## src/hw/rtl/assert_macros.svh

```systemverilog
// Assertion helpers. Both expect i_clk and i_rst_n in the enclosing module.
`ifndef ASSERT_MACROS_SVH
`define ASSERT_MACROS_SVH

// Same-cycle implication.
`define RAV_ASSERT(label, ante, cons, msg) \
    label: assert property (@(posedge i_clk) disable iff (!i_rst_n) (ante) |-> (cons)) \
        else $error(msg);

// Next-cycle implication.
`define RAV_ASSERT_NEXT(label, ante, cons, msg) \
    label: assert property (@(posedge i_clk) disable iff (!i_rst_n) (ante) |=> (cons)) \
        else $error(msg);

`endif

```

## src/hw/rtl/rav_pkg.sv

```systemverilog
`timescale 1ns / 1ps
package rav_pkg;

    localparam logic [7:0]  RA_TYPE         = 8'd134;
    localparam logic [7:0]  HOP_LIMIT_REQ   = 8'd255;
    localparam logic [15:0] NEXT_HDR_ICMPV6 = 16'd58;
    localparam logic [15:0] CSUM_GOOD       = 16'hffff;
    localparam logic [9:0]  LL_PREFIX       = 10'h3fa;   // fe80::/10
    localparam int          HDR_BYTES       = 16;
    localparam int          MAX_OPT_STEP    = 2040;      // 255 units of 8 bytes
    localparam int          SEED_W          = 21;        // 17 words of 16 bits

    typedef logic [3:0] t_status;

    localparam t_status ST_OK          = 4'd0;
    localparam t_status ST_NOT_LL      = 4'd1;
    localparam t_status ST_HOP         = 4'd2;
    localparam t_status ST_INTERFACE   = 4'd3;
    localparam t_status ST_CHECKSUM    = 4'd4;
    localparam t_status ST_SHORT       = 4'd5;
    localparam t_status ST_TYPE        = 4'd6;
    localparam t_status ST_CODE        = 4'd7;
    localparam t_status ST_ZERO_OPT    = 4'd8;
    localparam t_status ST_OPT_OVERRUN = 4'd9;
    localparam t_status ST_TRAILING    = 4'd10;
    localparam t_status ST_TOO_LONG    = 4'd11;

    // Per-packet metadata sampled on the first byte.
    typedef struct packed {
        logic [63:0] src_hi;
        logic [63:0] src_lo;
        logic [7:0]  hop;
        logic [15:0] ifx;
        logic [31:0] secs;
    } t_meta;

    typedef struct packed {
        logic [7:0] data_byte;
        logic       first;
        logic       last;
        t_meta      meta;
    } t_item;

    typedef struct packed {
        logic too_long;
        logic opt_zero;
    } t_pkt_flags;

    typedef struct packed {
        t_status     status;
        logic [63:0] router_addr_hi;
        logic [63:0] router_addr_lo;
        logic [15:0] router_interface;
        logic [15:0] router_lifetime;
        logic [31:0] reachable_time;
        logic [31:0] retransmit_time;
        logic [32:0] expiry_seconds;
    } t_result;

    // One's-complement add with end-around carry.
    function automatic logic [15:0] oc_add(input logic [15:0] a, input logic [15:0] b);
        logic [16:0] s;
        s = {1'b0, a} + {1'b0, b};
        return s[15:0] + {15'd0, s[16]};
    endfunction

endpackage

```

## src/hw/rtl/rav_if.sv

```systemverilog
`timescale 1ns / 1ps

interface rav_in_if;
    logic        valid;
    logic        ready;
    logic [7:0]  data_byte;
    logic        first;
    logic        last;
    logic [63:0] src_addr_hi;
    logic [63:0] src_addr_lo;
    logic [63:0] dst_addr_hi;
    logic [63:0] dst_addr_lo;
    logic [7:0]  hop_count_in;
    logic [15:0] rx_interface;
    logic [31:0] rx_seconds;

    modport source (
        output valid, data_byte, first, last, src_addr_hi, src_addr_lo,
               dst_addr_hi, dst_addr_lo, hop_count_in, rx_interface, rx_seconds,
        input  ready
    );
    modport sink (
        input  valid, data_byte, first, last, src_addr_hi, src_addr_lo,
               dst_addr_hi, dst_addr_lo, hop_count_in, rx_interface, rx_seconds,
        output ready
    );
endinterface

interface rav_out_if;
    logic        valid;
    logic        ready;
    logic [3:0]  status;
    logic [63:0] router_addr_hi;
    logic [63:0] router_addr_lo;
    logic [15:0] router_interface;
    logic [15:0] router_lifetime;
    logic [31:0] reachable_time;
    logic [31:0] retransmit_time;
    logic [32:0] expiry_seconds;

    modport source (
        output valid, status, router_addr_hi, router_addr_lo, router_interface,
               router_lifetime, reachable_time, retransmit_time, expiry_seconds,
        input  ready
    );
    modport sink (
        input  valid, status, router_addr_hi, router_addr_lo, router_interface,
               router_lifetime, reachable_time, retransmit_time, expiry_seconds,
        output ready
    );
endinterface

interface rav_cfg_if;
    logic        valid;
    logic        ready;
    logic [15:0] accept_interface;

    modport source (output valid, accept_interface, input ready);
    modport sink (input valid, accept_interface, output ready);
endinterface

```

## src/hw/rtl/rav_parse.sv

```systemverilog
`timescale 1ns / 1ps
`include "assert_macros.svh"

module rav_parse #(
    parameter int MAX_PACKET_BYTES = 256,
    parameter int OFF_W            = 9,
    parameter int NOS_W            = 12
) (
    input  logic                 i_clk,
    input  logic                 i_rst_n,
    input  logic                 i_step,
    input  logic [7:0]           i_data_byte,
    input  logic                 i_first,
    input  logic                 i_last,
    input  rav_pkg::t_meta       i_meta,
    input  logic [16:0]          i_seed,
    output logic [OFF_W-1:0]     o_len,
    output logic [15:0]          o_sum,
    output logic [7:0]           o_held,
    output logic [NOS_W-1:0]     o_nos,
    output rav_pkg::t_pkt_flags  o_flags,
    output logic [127:0]         o_hdr,
    output rav_pkg::t_meta       o_meta
);
    import rav_pkg::*;

    logic [OFF_W-1:0] r_off,  n_off,  b_off;
    logic [15:0]      r_sum,  n_sum;
    logic [7:0]       r_held, n_held, b_held;
    logic [NOS_W-1:0] r_nos,  n_nos,  b_nos;
    t_pkt_flags       r_flags, n_flags, b_flags;
    logic [127:0]     r_hdr,  n_hdr,  b_hdr;
    t_meta            r_meta, n_meta;
    logic [15:0]      seed16;

    // Second fold of the pseudo-header sum; cannot carry out again.
    assign seed16 = i_seed[15:0] + {15'd0, i_seed[16]};

    always_comb begin
        // A first byte starts from a cleared packet.
        b_off   = i_first ? '0 : r_off;
        b_held  = i_first ? 8'd0 : r_held;
        b_nos   = i_first ? NOS_W'(HDR_BYTES) : r_nos;
        b_flags = i_first ? '0 : r_flags;
        b_hdr   = i_first ? '0 : r_hdr;

        n_off   = b_off;
        n_sum   = i_first ? seed16 : r_sum;
        n_held  = b_held;
        n_nos   = b_nos;
        n_flags = b_flags;
        n_hdr   = b_hdr;
        n_meta  = i_first ? i_meta : r_meta;

        if (b_off < OFF_W'(MAX_PACKET_BYTES)) begin
            if (b_off < OFF_W'(HDR_BYTES)) begin
                n_hdr[{~b_off[3:0], 3'b000} +: 8] = i_data_byte;
            end
            if (!b_off[0]) begin
                n_held = i_data_byte;
            end else begin
                // odd offset never coincides with a first byte
                n_sum = oc_add(r_sum, {b_held, i_data_byte});
            end
            // option length byte sits one past the option start
            if (!b_flags.opt_zero && b_off >= OFF_W'(HDR_BYTES) &&
                ((NOS_W+1)'(b_nos) + (NOS_W+1)'(1)) == (NOS_W+1)'(b_off)) begin
                if (i_data_byte == 8'd0) begin
                    n_flags.opt_zero = 1'b1;
                end else begin
                    n_nos = b_nos + NOS_W'({i_data_byte, 3'b000});
                end
            end
            n_off = b_off + OFF_W'(1);
        end else begin
            n_flags.too_long = 1'b1;
        end
    end

    always_ff @(posedge i_clk) begin
        if (!i_rst_n) begin
            r_off   <= '0;
            r_sum   <= '0;
            r_held  <= '0;
            r_nos   <= NOS_W'(HDR_BYTES);
            r_flags <= '0;
            r_hdr   <= '0;
            r_meta  <= '0;
        end else if (i_step) begin
            r_meta <= n_meta;
            if (i_last) begin
                r_off   <= '0;
                r_sum   <= '0;
                r_held  <= '0;
                r_nos   <= NOS_W'(HDR_BYTES);
                r_flags <= '0;
                r_hdr   <= '0;
            end else begin
                r_off   <= n_off;
                r_sum   <= n_sum;
                r_held  <= n_held;
                r_nos   <= n_nos;
                r_flags <= n_flags;
                r_hdr   <= n_hdr;
            end
        end
    end

    assign o_len   = n_off;
    assign o_sum   = n_sum;
    assign o_held  = n_held;
    assign o_nos   = n_nos;
    assign o_flags = n_flags;
    assign o_hdr   = n_hdr;
    assign o_meta  = n_meta;

    `RAV_ASSERT_NEXT(a_close_clears, i_step && i_last, r_off == '0 && r_sum == 16'd0, "packet state not cleared after last byte")
    `RAV_ASSERT(a_opt_floor, 1'b1, r_nos >= NOS_W'(HDR_BYTES), "option start below header end")

endmodule

```

## src/hw/rtl/rav_verdict.sv

```systemverilog
`timescale 1ns / 1ps

module rav_verdict #(
    parameter int OFF_W = 9,
    parameter int NOS_W = 12
) (
    input  logic [OFF_W-1:0]     i_len,
    input  logic [15:0]          i_sum,
    input  logic [7:0]           i_held,
    input  logic [NOS_W-1:0]     i_nos,
    input  rav_pkg::t_pkt_flags  i_flags,
    input  logic [127:0]         i_hdr,
    input  rav_pkg::t_meta       i_meta,
    input  logic [15:0]          i_accept_if,
    output rav_pkg::t_result     o_result
);
    import rav_pkg::*;

    logic [17:0]      csum_total;
    logic [16:0]      csum_f1;
    logic [15:0]      csum;
    logic [NOS_W-1:0] len_x;
    t_status          status;

    // Odd tail byte padded, then the 32-bit length (upper half always zero).
    assign csum_total = 18'(i_sum) + (i_len[0] ? 18'({i_held, 8'h00}) : 18'd0) + 18'(i_len);
    assign csum_f1    = 17'(csum_total[15:0]) + 17'(csum_total[17:16]);
    assign csum       = csum_f1[15:0] + {15'd0, csum_f1[16]};
    assign len_x      = NOS_W'(i_len);

    always_comb begin
        if (i_meta.src_hi[63:54] != LL_PREFIX) begin
            status = ST_NOT_LL;
        end else if (i_meta.hop != HOP_LIMIT_REQ) begin
            status = ST_HOP;
        end else if (i_accept_if != 16'd0 && i_meta.ifx != i_accept_if) begin
            status = ST_INTERFACE;
        end else if (i_flags.too_long) begin
            status = ST_TOO_LONG;
        end else if (csum != CSUM_GOOD) begin
            status = ST_CHECKSUM;
        end else if (i_len < OFF_W'(HDR_BYTES)) begin
            status = ST_SHORT;
        end else if (i_hdr[127:120] != RA_TYPE) begin
            status = ST_TYPE;
        end else if (i_hdr[119:112] != 8'd0) begin
            status = ST_CODE;
        end else if (i_flags.opt_zero) begin
            status = ST_ZERO_OPT;
        end else if (i_nos > len_x) begin
            status = ST_OPT_OVERRUN;
        end else if (i_nos < len_x) begin
            status = ST_TRAILING;
        end else begin
            status = ST_OK;
        end
    end

    always_comb begin
        o_result.status           = status;
        o_result.router_addr_hi   = i_meta.src_hi;
        o_result.router_addr_lo   = i_meta.src_lo;
        o_result.router_interface = i_meta.ifx;
        o_result.router_lifetime  = i_hdr[79:64];
        o_result.reachable_time   = i_hdr[63:32];
        o_result.retransmit_time  = i_hdr[31:0];
        o_result.expiry_seconds   = 33'(i_meta.secs) + 33'(i_hdr[79:64]);
    end

endmodule

```

## src/hw/rtl/router_advert_validator.sv

```systemverilog
`timescale 1ns / 1ps
`include "assert_macros.svh"
// ICMPv6 router advertisement validator.
// i_item carries one message byte per word with first/last marks; the word
// with first also carries source/destination address, hop limit, interface
// and receive time. o_result gives one verdict word per message, on the last
// byte: status code plus router address, interface, lifetime, reachable and
// retransmit times and the expiry time (receive seconds + lifetime).
// i_cfg writes accept_interface (0 = any); it is always ready and should only
// be written while no message is in flight.
// Throughput: one byte per cycle, back to back, across message boundaries,
// while ready is high. The last byte goes through the input register, the
// parse step into the snapshot register and the verdict into the output
// register. The pseudo-header sum is pre-added on the input side.
// Stall: the output register holds until taken; the snapshot register keeps
// the next message's verdict, so bytes keep flowing until a second last byte
// would need that slot, then ready drops.
// Reset (sync, active low) empties the pipeline, clears packet state, sampled
// metadata and accept_interface. Bytes past MAX_PACKET_BYTES are dropped and
// only flag the message too long.
module router_advert_validator #(
    parameter int MAX_PACKET_BYTES = 256
) (
    input  logic      i_clk,
    input  logic      i_rst_n,
    rav_in_if.sink    i_item,
    rav_out_if.source o_result,
    rav_cfg_if.sink   i_cfg
);
    import rav_pkg::*;

    localparam int OFF_W = $clog2(MAX_PACKET_BYTES + 1);
    localparam int NOS_W = $clog2(MAX_PACKET_BYTES + MAX_OPT_STEP);

    // config
    logic [15:0] r_accept_if;

    // input register
    logic        r_p1_v;
    t_item       r_p1;
    logic [16:0] r_p1_seed;
    t_item       in_item;
    logic [SEED_W-1:0] seed_total;
    logic [16:0] seed_f1;

    // snapshot register
    logic             r_p2_v;
    logic [OFF_W-1:0] r_p2_len;
    logic [15:0]      r_p2_sum;
    logic [7:0]       r_p2_held;
    logic [NOS_W-1:0] r_p2_nos;
    t_pkt_flags       r_p2_flags;
    logic [127:0]     r_p2_hdr;
    t_meta            r_p2_meta;

    // output register
    logic    r_out_v;
    t_result r_out;

    // parse outputs
    logic [OFF_W-1:0] ps_len;
    logic [15:0]      ps_sum;
    logic [7:0]       ps_held;
    logic [NOS_W-1:0] ps_nos;
    t_pkt_flags       ps_flags;
    logic [127:0]     ps_hdr;
    t_meta            ps_meta;
    t_result          verdict;

    logic in_take, p1_go, p2_go, p2_free, out_free;

    // pipeline handshake
    assign out_free = !r_out_v || o_result.ready;
    assign p2_go    = r_p2_v && out_free;
    assign p2_free  = !r_p2_v || p2_go;
    assign p1_go    = r_p1_v && (!r_p1.last || p2_free);
    assign i_item.ready = !r_p1_v || p1_go;
    assign in_take  = i_item.valid && i_item.ready;

    assign i_cfg.ready = 1'b1;

    always_comb begin
        in_item.data_byte = i_item.data_byte;
        in_item.first     = i_item.first;
        in_item.last      = i_item.last;
        in_item.meta.src_hi = i_item.src_addr_hi;
        in_item.meta.src_lo = i_item.src_addr_lo;
        in_item.meta.hop    = i_item.hop_count_in;
        in_item.meta.ifx    = i_item.rx_interface;
        in_item.meta.secs   = i_item.rx_seconds;
    end

    // Pseudo-header: 16 address words plus next header, folded once here.
    always_comb begin
        seed_total = SEED_W'(NEXT_HDR_ICMPV6);
        for (int k = 0; k < 4; k++) begin
            seed_total = seed_total
                       + SEED_W'(i_item.src_addr_hi[16*k +: 16])
                       + SEED_W'(i_item.src_addr_lo[16*k +: 16])
                       + SEED_W'(i_item.dst_addr_hi[16*k +: 16])
                       + SEED_W'(i_item.dst_addr_lo[16*k +: 16]);
        end
        seed_f1 = 17'(seed_total[15:0]) + 17'(seed_total[SEED_W-1:16]);
    end

    always_ff @(posedge i_clk) begin
        if (!i_rst_n) begin
            r_accept_if <= '0;
        end else if (i_cfg.valid) begin
            r_accept_if <= i_cfg.accept_interface;
        end
    end

    always_ff @(posedge i_clk) begin
        if (!i_rst_n) begin
            r_p1_v <= 1'b0;
        end else if (in_take) begin
            r_p1_v <= 1'b1;
        end else if (p1_go) begin
            r_p1_v <= 1'b0;
        end
    end

    always_ff @(posedge i_clk) begin
        if (in_take) begin
            r_p1      <= in_item;
            r_p1_seed <= seed_f1;
        end
    end

    rav_parse #(
        .MAX_PACKET_BYTES (MAX_PACKET_BYTES),
        .OFF_W            (OFF_W),
        .NOS_W            (NOS_W)
    ) u_parse (
        .i_clk       (i_clk),
        .i_rst_n     (i_rst_n),
        .i_step      (p1_go),
        .i_data_byte (r_p1.data_byte),
        .i_first     (r_p1.first),
        .i_last      (r_p1.last),
        .i_meta      (r_p1.meta),
        .i_seed      (r_p1_seed),
        .o_len       (ps_len),
        .o_sum       (ps_sum),
        .o_held      (ps_held),
        .o_nos       (ps_nos),
        .o_flags     (ps_flags),
        .o_hdr       (ps_hdr),
        .o_meta      (ps_meta)
    );

    // Snapshot of the closed message, taken on the last byte.
    always_ff @(posedge i_clk) begin
        if (!i_rst_n) begin
            r_p2_v <= 1'b0;
        end else if (p1_go && r_p1.last) begin
            r_p2_v <= 1'b1;
        end else if (p2_go) begin
            r_p2_v <= 1'b0;
        end
    end

    always_ff @(posedge i_clk) begin
        if (p1_go && r_p1.last) begin
            r_p2_len   <= ps_len;
            r_p2_sum   <= ps_sum;
            r_p2_held  <= ps_held;
            r_p2_nos   <= ps_nos;
            r_p2_flags <= ps_flags;
            r_p2_hdr   <= ps_hdr;
            r_p2_meta  <= ps_meta;
        end
    end

    rav_verdict #(
        .OFF_W (OFF_W),
        .NOS_W (NOS_W)
    ) u_verdict (
        .i_len       (r_p2_len),
        .i_sum       (r_p2_sum),
        .i_held      (r_p2_held),
        .i_nos       (r_p2_nos),
        .i_flags     (r_p2_flags),
        .i_hdr       (r_p2_hdr),
        .i_meta      (r_p2_meta),
        .i_accept_if (r_accept_if),
        .o_result    (verdict)
    );

    always_ff @(posedge i_clk) begin
        if (!i_rst_n) begin
            r_out_v <= 1'b0;
        end else if (p2_go) begin
            r_out_v <= 1'b1;
        end else if (o_result.ready) begin
            r_out_v <= 1'b0;
        end
    end

    always_ff @(posedge i_clk) begin
        if (p2_go) begin
            r_out <= verdict;
        end
    end

    assign o_result.valid            = r_out_v;
    assign o_result.status           = r_out.status;
    assign o_result.router_addr_hi   = r_out.router_addr_hi;
    assign o_result.router_addr_lo   = r_out.router_addr_lo;
    assign o_result.router_interface = r_out.router_interface;
    assign o_result.router_lifetime  = r_out.router_lifetime;
    assign o_result.reachable_time   = r_out.reachable_time;
    assign o_result.retransmit_time  = r_out.retransmit_time;
    assign o_result.expiry_seconds   = r_out.expiry_seconds;

    `RAV_ASSERT_NEXT(a_snap_kept, r_p2_v && !p2_go, r_p2_v, "pending verdict snapshot dropped")
    `RAV_ASSERT(a_out_from_snap, $rose(r_out_v), $past(r_p2_v), "verdict without a closed message")

endmodule

```

## src/flat_wrapper.sv

```systemverilog
// flat-port wrapper written by rule: the top's interface ports become plain ports
module router_advert_validator_flat import rav_pkg::*;
#(
    parameter int MAX_PACKET_BYTES = 256
)
  (i_clk, i_rst_n, i_item_valid, i_item_data_byte, i_item_first, i_item_last, i_item_src_addr_hi, i_item_src_addr_lo, i_item_dst_addr_hi, i_item_dst_addr_lo, i_item_hop_count_in, i_item_rx_interface, i_item_rx_seconds, i_item_ready, o_result_valid, o_result_status, o_result_router_addr_hi, o_result_router_addr_lo, o_result_router_interface, o_result_router_lifetime, o_result_reachable_time, o_result_retransmit_time, o_result_expiry_seconds, o_result_ready, i_cfg_valid, i_cfg_accept_interface, i_cfg_ready);
  rav_in_if i_item_i ();
  rav_out_if o_result_i ();
  rav_cfg_if i_cfg_i ();
  input  logic i_clk;
  input  logic i_rst_n;
  input wire logic [$bits(i_item_i.valid)-1:0] i_item_valid;
  input wire logic [$bits(i_item_i.data_byte)-1:0] i_item_data_byte;
  input wire logic [$bits(i_item_i.first)-1:0] i_item_first;
  input wire logic [$bits(i_item_i.last)-1:0] i_item_last;
  input wire logic [$bits(i_item_i.src_addr_hi)-1:0] i_item_src_addr_hi;
  input wire logic [$bits(i_item_i.src_addr_lo)-1:0] i_item_src_addr_lo;
  input wire logic [$bits(i_item_i.dst_addr_hi)-1:0] i_item_dst_addr_hi;
  input wire logic [$bits(i_item_i.dst_addr_lo)-1:0] i_item_dst_addr_lo;
  input wire logic [$bits(i_item_i.hop_count_in)-1:0] i_item_hop_count_in;
  input wire logic [$bits(i_item_i.rx_interface)-1:0] i_item_rx_interface;
  input wire logic [$bits(i_item_i.rx_seconds)-1:0] i_item_rx_seconds;
  output wire logic [$bits(i_item_i.ready)-1:0] i_item_ready;
  output wire logic [$bits(o_result_i.valid)-1:0] o_result_valid;
  output wire logic [$bits(o_result_i.status)-1:0] o_result_status;
  output wire logic [$bits(o_result_i.router_addr_hi)-1:0] o_result_router_addr_hi;
  output wire logic [$bits(o_result_i.router_addr_lo)-1:0] o_result_router_addr_lo;
  output wire logic [$bits(o_result_i.router_interface)-1:0] o_result_router_interface;
  output wire logic [$bits(o_result_i.router_lifetime)-1:0] o_result_router_lifetime;
  output wire logic [$bits(o_result_i.reachable_time)-1:0] o_result_reachable_time;
  output wire logic [$bits(o_result_i.retransmit_time)-1:0] o_result_retransmit_time;
  output wire logic [$bits(o_result_i.expiry_seconds)-1:0] o_result_expiry_seconds;
  input wire logic [$bits(o_result_i.ready)-1:0] o_result_ready;
  input wire logic [$bits(i_cfg_i.valid)-1:0] i_cfg_valid;
  input wire logic [$bits(i_cfg_i.accept_interface)-1:0] i_cfg_accept_interface;
  output wire logic [$bits(i_cfg_i.ready)-1:0] i_cfg_ready;
  assign i_item_i.valid = i_item_valid;
  assign i_item_i.data_byte = i_item_data_byte;
  assign i_item_i.first = i_item_first;
  assign i_item_i.last = i_item_last;
  assign i_item_i.src_addr_hi = i_item_src_addr_hi;
  assign i_item_i.src_addr_lo = i_item_src_addr_lo;
  assign i_item_i.dst_addr_hi = i_item_dst_addr_hi;
  assign i_item_i.dst_addr_lo = i_item_dst_addr_lo;
  assign i_item_i.hop_count_in = i_item_hop_count_in;
  assign i_item_i.rx_interface = i_item_rx_interface;
  assign i_item_i.rx_seconds = i_item_rx_seconds;
  assign i_item_ready = i_item_i.ready;
  assign o_result_valid = o_result_i.valid;
  assign o_result_status = o_result_i.status;
  assign o_result_router_addr_hi = o_result_i.router_addr_hi;
  assign o_result_router_addr_lo = o_result_i.router_addr_lo;
  assign o_result_router_interface = o_result_i.router_interface;
  assign o_result_router_lifetime = o_result_i.router_lifetime;
  assign o_result_reachable_time = o_result_i.reachable_time;
  assign o_result_retransmit_time = o_result_i.retransmit_time;
  assign o_result_expiry_seconds = o_result_i.expiry_seconds;
  assign o_result_i.ready = o_result_ready;
  assign i_cfg_i.valid = i_cfg_valid;
  assign i_cfg_i.accept_interface = i_cfg_accept_interface;
  assign i_cfg_ready = i_cfg_i.ready;
  router_advert_validator #(.MAX_PACKET_BYTES(MAX_PACKET_BYTES)) u_core (.i_clk(i_clk), .i_rst_n(i_rst_n), .i_item(i_item_i), .o_result(o_result_i), .i_cfg(i_cfg_i));
endmodule
```

## config.mk

```make
export PLATFORM = sky130hd
export DESIGN_NAME = router_advert_validator_flat
export DESIGN_NICKNAME = d
export VERILOG_FILES = /design/src/hw/rtl/rav_pkg.sv /design/src/hw/rtl/rav_if.sv /design/src/hw/rtl/rav_parse.sv /design/src/hw/rtl/rav_verdict.sv /design/src/hw/rtl/router_advert_validator.sv /design/src/flat_wrapper.sv
export VERILOG_INCLUDE_DIRS = /design/src /design/src/hw/rtl
export SDC_FILE = /design/constraint.sdc
export NUM_CORES = 2
export LEC_CHECK = 0
export BUFFER_PORTS_ARGS = -buffer_cell sky130_fd_sc_hd__buf_2
export CAP_MARGIN = 20
export CORE_ASPECT_RATIO = 0.5
export CORE_MARGIN = 2
export CORE_UTILIZATION = 60
export DETAILED_ROUTE_END_ITERATION = 10
export HOLD_SLACK_MARGIN = 0.05
export PLACE_DENSITY = 0.85
export SLEW_MARGIN = 5
export SYNTH_ARGS = -nofsm -noshare
export SYNTH_HDL_FRONTEND = slang
export SYNTH_SLANG_ARGS = --single-unit
```

## constraint.sdc

```tcl
create_clock -name i_clk -period 24.6 [get_ports i_clk]
set_input_delay 2.46 -clock i_clk [delete_from_list [all_inputs] [get_ports i_clk]]
set_output_delay 2.46 -clock i_clk [all_outputs]
set_load 0.01 [all_outputs]
```

==> metrics.cfg <==
[status]
run_status = complete, no violations

[yosys]
ys.warnings.count = 0
synthFlopType = edfxtp_1
synth.area.top_cells = edfxtp_1 (45%), dfxtp_1 (13%), fa_1 (8.6%), mux2_2 (4.2%), nand2_1 (3.8%)
synth.top_cell.area_share_pct = 45.2
syn_avg_cell_area_um2 = 12.7
synth_cell_type_count = 88
synth_fp_nets = 4868
synth_edf_count = 799
synth-seq-cells = 1145
synth_top_cell_by_area = edfxtp_1
seq_area_frac_synth_pct = 58.3
synth_area_um2 = 53000
async_flop_share_pct = 0
netlist_instances = 4169

[clock_network]
insertion_delay_ns = 0.73
cts_buffers = 98
cts_buffer_depth = 3
clockRootBuffer = clkbuf_16
cts.sink_count = 1145
cts_hold_buf = 0
cts_tree = done
htreeDepth = 3
cts_resized = 0
post-cts-setup-buffers = 0
path_clk_slew_ns = 0.07

[final_layout]
multi_input_area_um2 = 20200
drive_gt1_share_pct = 21.1
syn2layout_area_growth_pct = 14.5
seq_area_um2 = 30900
fin_nets = 5422
final_cell_count_no_fill = 6024
nFillCells = 5920
stdcell_area_um2 = 60700

[place]
placed_cell_area_um2 = 57200
place_congestion = 0.942
port_buffers = 605
dp_cells = 5803
dp_hpwl_um = 93600
place_ws_ns = 13.37

[power]
seqPwrFrac_pct = 30.1
power_leakage_nw = 23.3
fin_total_pwr_mw = 7.96
switching_share_pct = 38.9
p_per_area_nw_per_um2 = 131
p_int_mw = 4.87
power.switching_mw = 3.10
pwr-share-clk_pct = 20.6
pwr-share-comb_pct = 49.4
ir_drop_v = 0.000425

[grt]
grt_pass1_wl_um = 208000
grt_pass1_vias = 35584
met3_usage_pct = 5.17
grt_use_met2_pct = 49.2
grt_max_degree = 204
met1_usage_pct = 38.2
grt_busiest_layer = met2
gr-usage-all-layers_pct = 30.0
gr-total-overflow = 0
antenna_found_initial = 31

[sta]
setup-tns-final_ns = 0
fmax_ghz = 0.0939
drv_slew = 0
tightest_slew_ns = 1.19
hold_violations = 0
final-setup-viol-count = 0
timing.final.ws_setup_ns = 13.95
rsz0062_at_grt = false
fin_crit_sh_pct = 43.3
slew_headroom_pct = 21.0
fin_crit_ns = 10.65
clock_skew_ns = 0.0536

[hold_path]
hold_path.class = reg -> reg

[setup_path]
path_class = in -> reg
cp_max_fo = 4
crit_path_max_incr_delay_ns = 0.54
crit_path_end_kind = flop
crit_arrival_ns = 11.09
start_kind = input pin
crit_path_frequent_cell = fa_1
worstPathRequired_ns = 25.04
crit_slowest_cell = fa_1

[route]
wirelength_um = 139000
first_iter_violations = 3725
postRouteAntennaNets = 0
viasPerCell = 5.90
via_count = 35559
drtPass1Iterations = 6
routedWlPerCell_um = 23.0
drc_errors = 0

[flow_run]
maxCapViolCount = 0

[die]
die_w_um = 424
core_area_um2 = 88000
start_util_pct = 60.3
rows = 77
die_y_um = 214
die-area_um2 = 90900
ios = 607

## Yosys cell counts, drive strengths merged, types with 82 or more instances
cell type / count
a21boi: 194
clkbuf: 150
nor2b: 191
a22oi: 116
inv: 329
dfxtp: 346
nand2: 531
a21oi: 82
ha: 128
xnor2: 88
edfxtp: 799
o21ai: 100
mux2: 197
fa: 228
## cell usage in the layout, fill, tap and decap left out, types with 88 or more instances in the layout
cell type,count
mux2_2,197
inv_1,328
nand2_1,530
buf_2,604
xnor2_1,88
a21boi_0,193
ha_1,128
a22oi_1,116
dfxtp_1,346
clkbuf_16,99
edfxtp_1,799
o21ai_0,97
fa_1,228
nor2b_1,188
## power groups by stage
stage                     Combinational (mW)  Clock, mW  Sequential [mW]
after floorplan                         2.83          0             2.44
after global placement                  3.60          0             2.43
after detailed placement                3.80          0             2.43
after CTS                               3.83       1.65             2.39
after global routing                    4.29       1.73             2.40
final                                   3.93       1.64             2.39
## critical path: cells and delay by family
family	cells	cell delay (ns)
AND/OR/NAND/NOR	4	0.90
adder cells (fa/ha/maj)	10	4.35
XOR/XNOR	3	0.64
AO/OA/AOI/OAI	12	2.22
buffers and inverters	6	0.50
## path summary, 6_finish.rpt
| check | start | end | slack, ns | cells after the start |
|---|---|---|---|---|
| setup / recovery | i_item_src_addr_hi[1] | u_core.r_p1_seed[14]$_DFFE_PP_ | 13.95 | 35 |
| hold / removal | u_core.r_p2_hdr[54]$_DFFE_PP_ | u_core.o_result.reachable_time[22]$_DFFE_PP_ | 0.41 | 0 |
| setup reg to reg | u_core.r_p2_len[0]$_DFFE_PP_ | u_core.o_result.status[3]$_SDFFCE_PP0P_ | 17.40 | 28 |
| hold reg to reg | u_core.r_p2_hdr[54]$_DFFE_PP_ | u_core.o_result.reachable_time[22]$_DFFE_PP_ | 0.41 | 0 |
## stage by stage
step	hold WS, ns	util (%)
5_1_grt	0.416	69.1
3_5_place_dp	0.405	65.0
2_1_floorplan	0.400	-
4_1_cts	0.411	68.9
6_report	0.411	69.1
3_3_place_gp	0.402	65.0
## final cells by class
type | count | area share (%)
Tap cell | 1185 | 2.44
Clock buffer | 141 | 4.47
Sequential cell | 1145 | 50.9
Timing Repair Buffer | 640 | 5.63
Clock inverter | 45 | 1.10
Multi-Input combinational cell | 2508 | 33.3
Antenna cell | 30 | 0.124
Inverter | 330 | 2.04
## state kept, by name, summed over array words and instances, names as in the netlist, 33 cells and up
register                        cells
u_core.u_parse.r_meta             184
u_core.o_result.router_addr_lo     64
u_core.r_p2_hdr                    96
u_core.o_result.expiry_seconds     33
u_core.r_p2_meta                  184
u_core.o_result.router_addr_hi     64
u_core.u_parse.r_hdr               96
u_core.r_p1                       194
## cell families after synthesis
kind of cell	Yosys count	share of synthesized area [%]
compound gates	691	9.34
xor+xnor	163	2.71
fa+ha+maj	356	11.6
buf+inv	516	3.68
flops	1145	58.3
mux	219	4.60
other cells	1	0.00707
simple gates	1078	9.75
## per-layer routing
layer,part of all wire [%],routed length [um],vias up
li1,-,-,15827
met4,6.0,8250,12
met3,6.6,9170,445
met1,38,53300,17534
met5,0.050,69,-
met2,49,67800,1741
(Power assumes the default switching activity.)
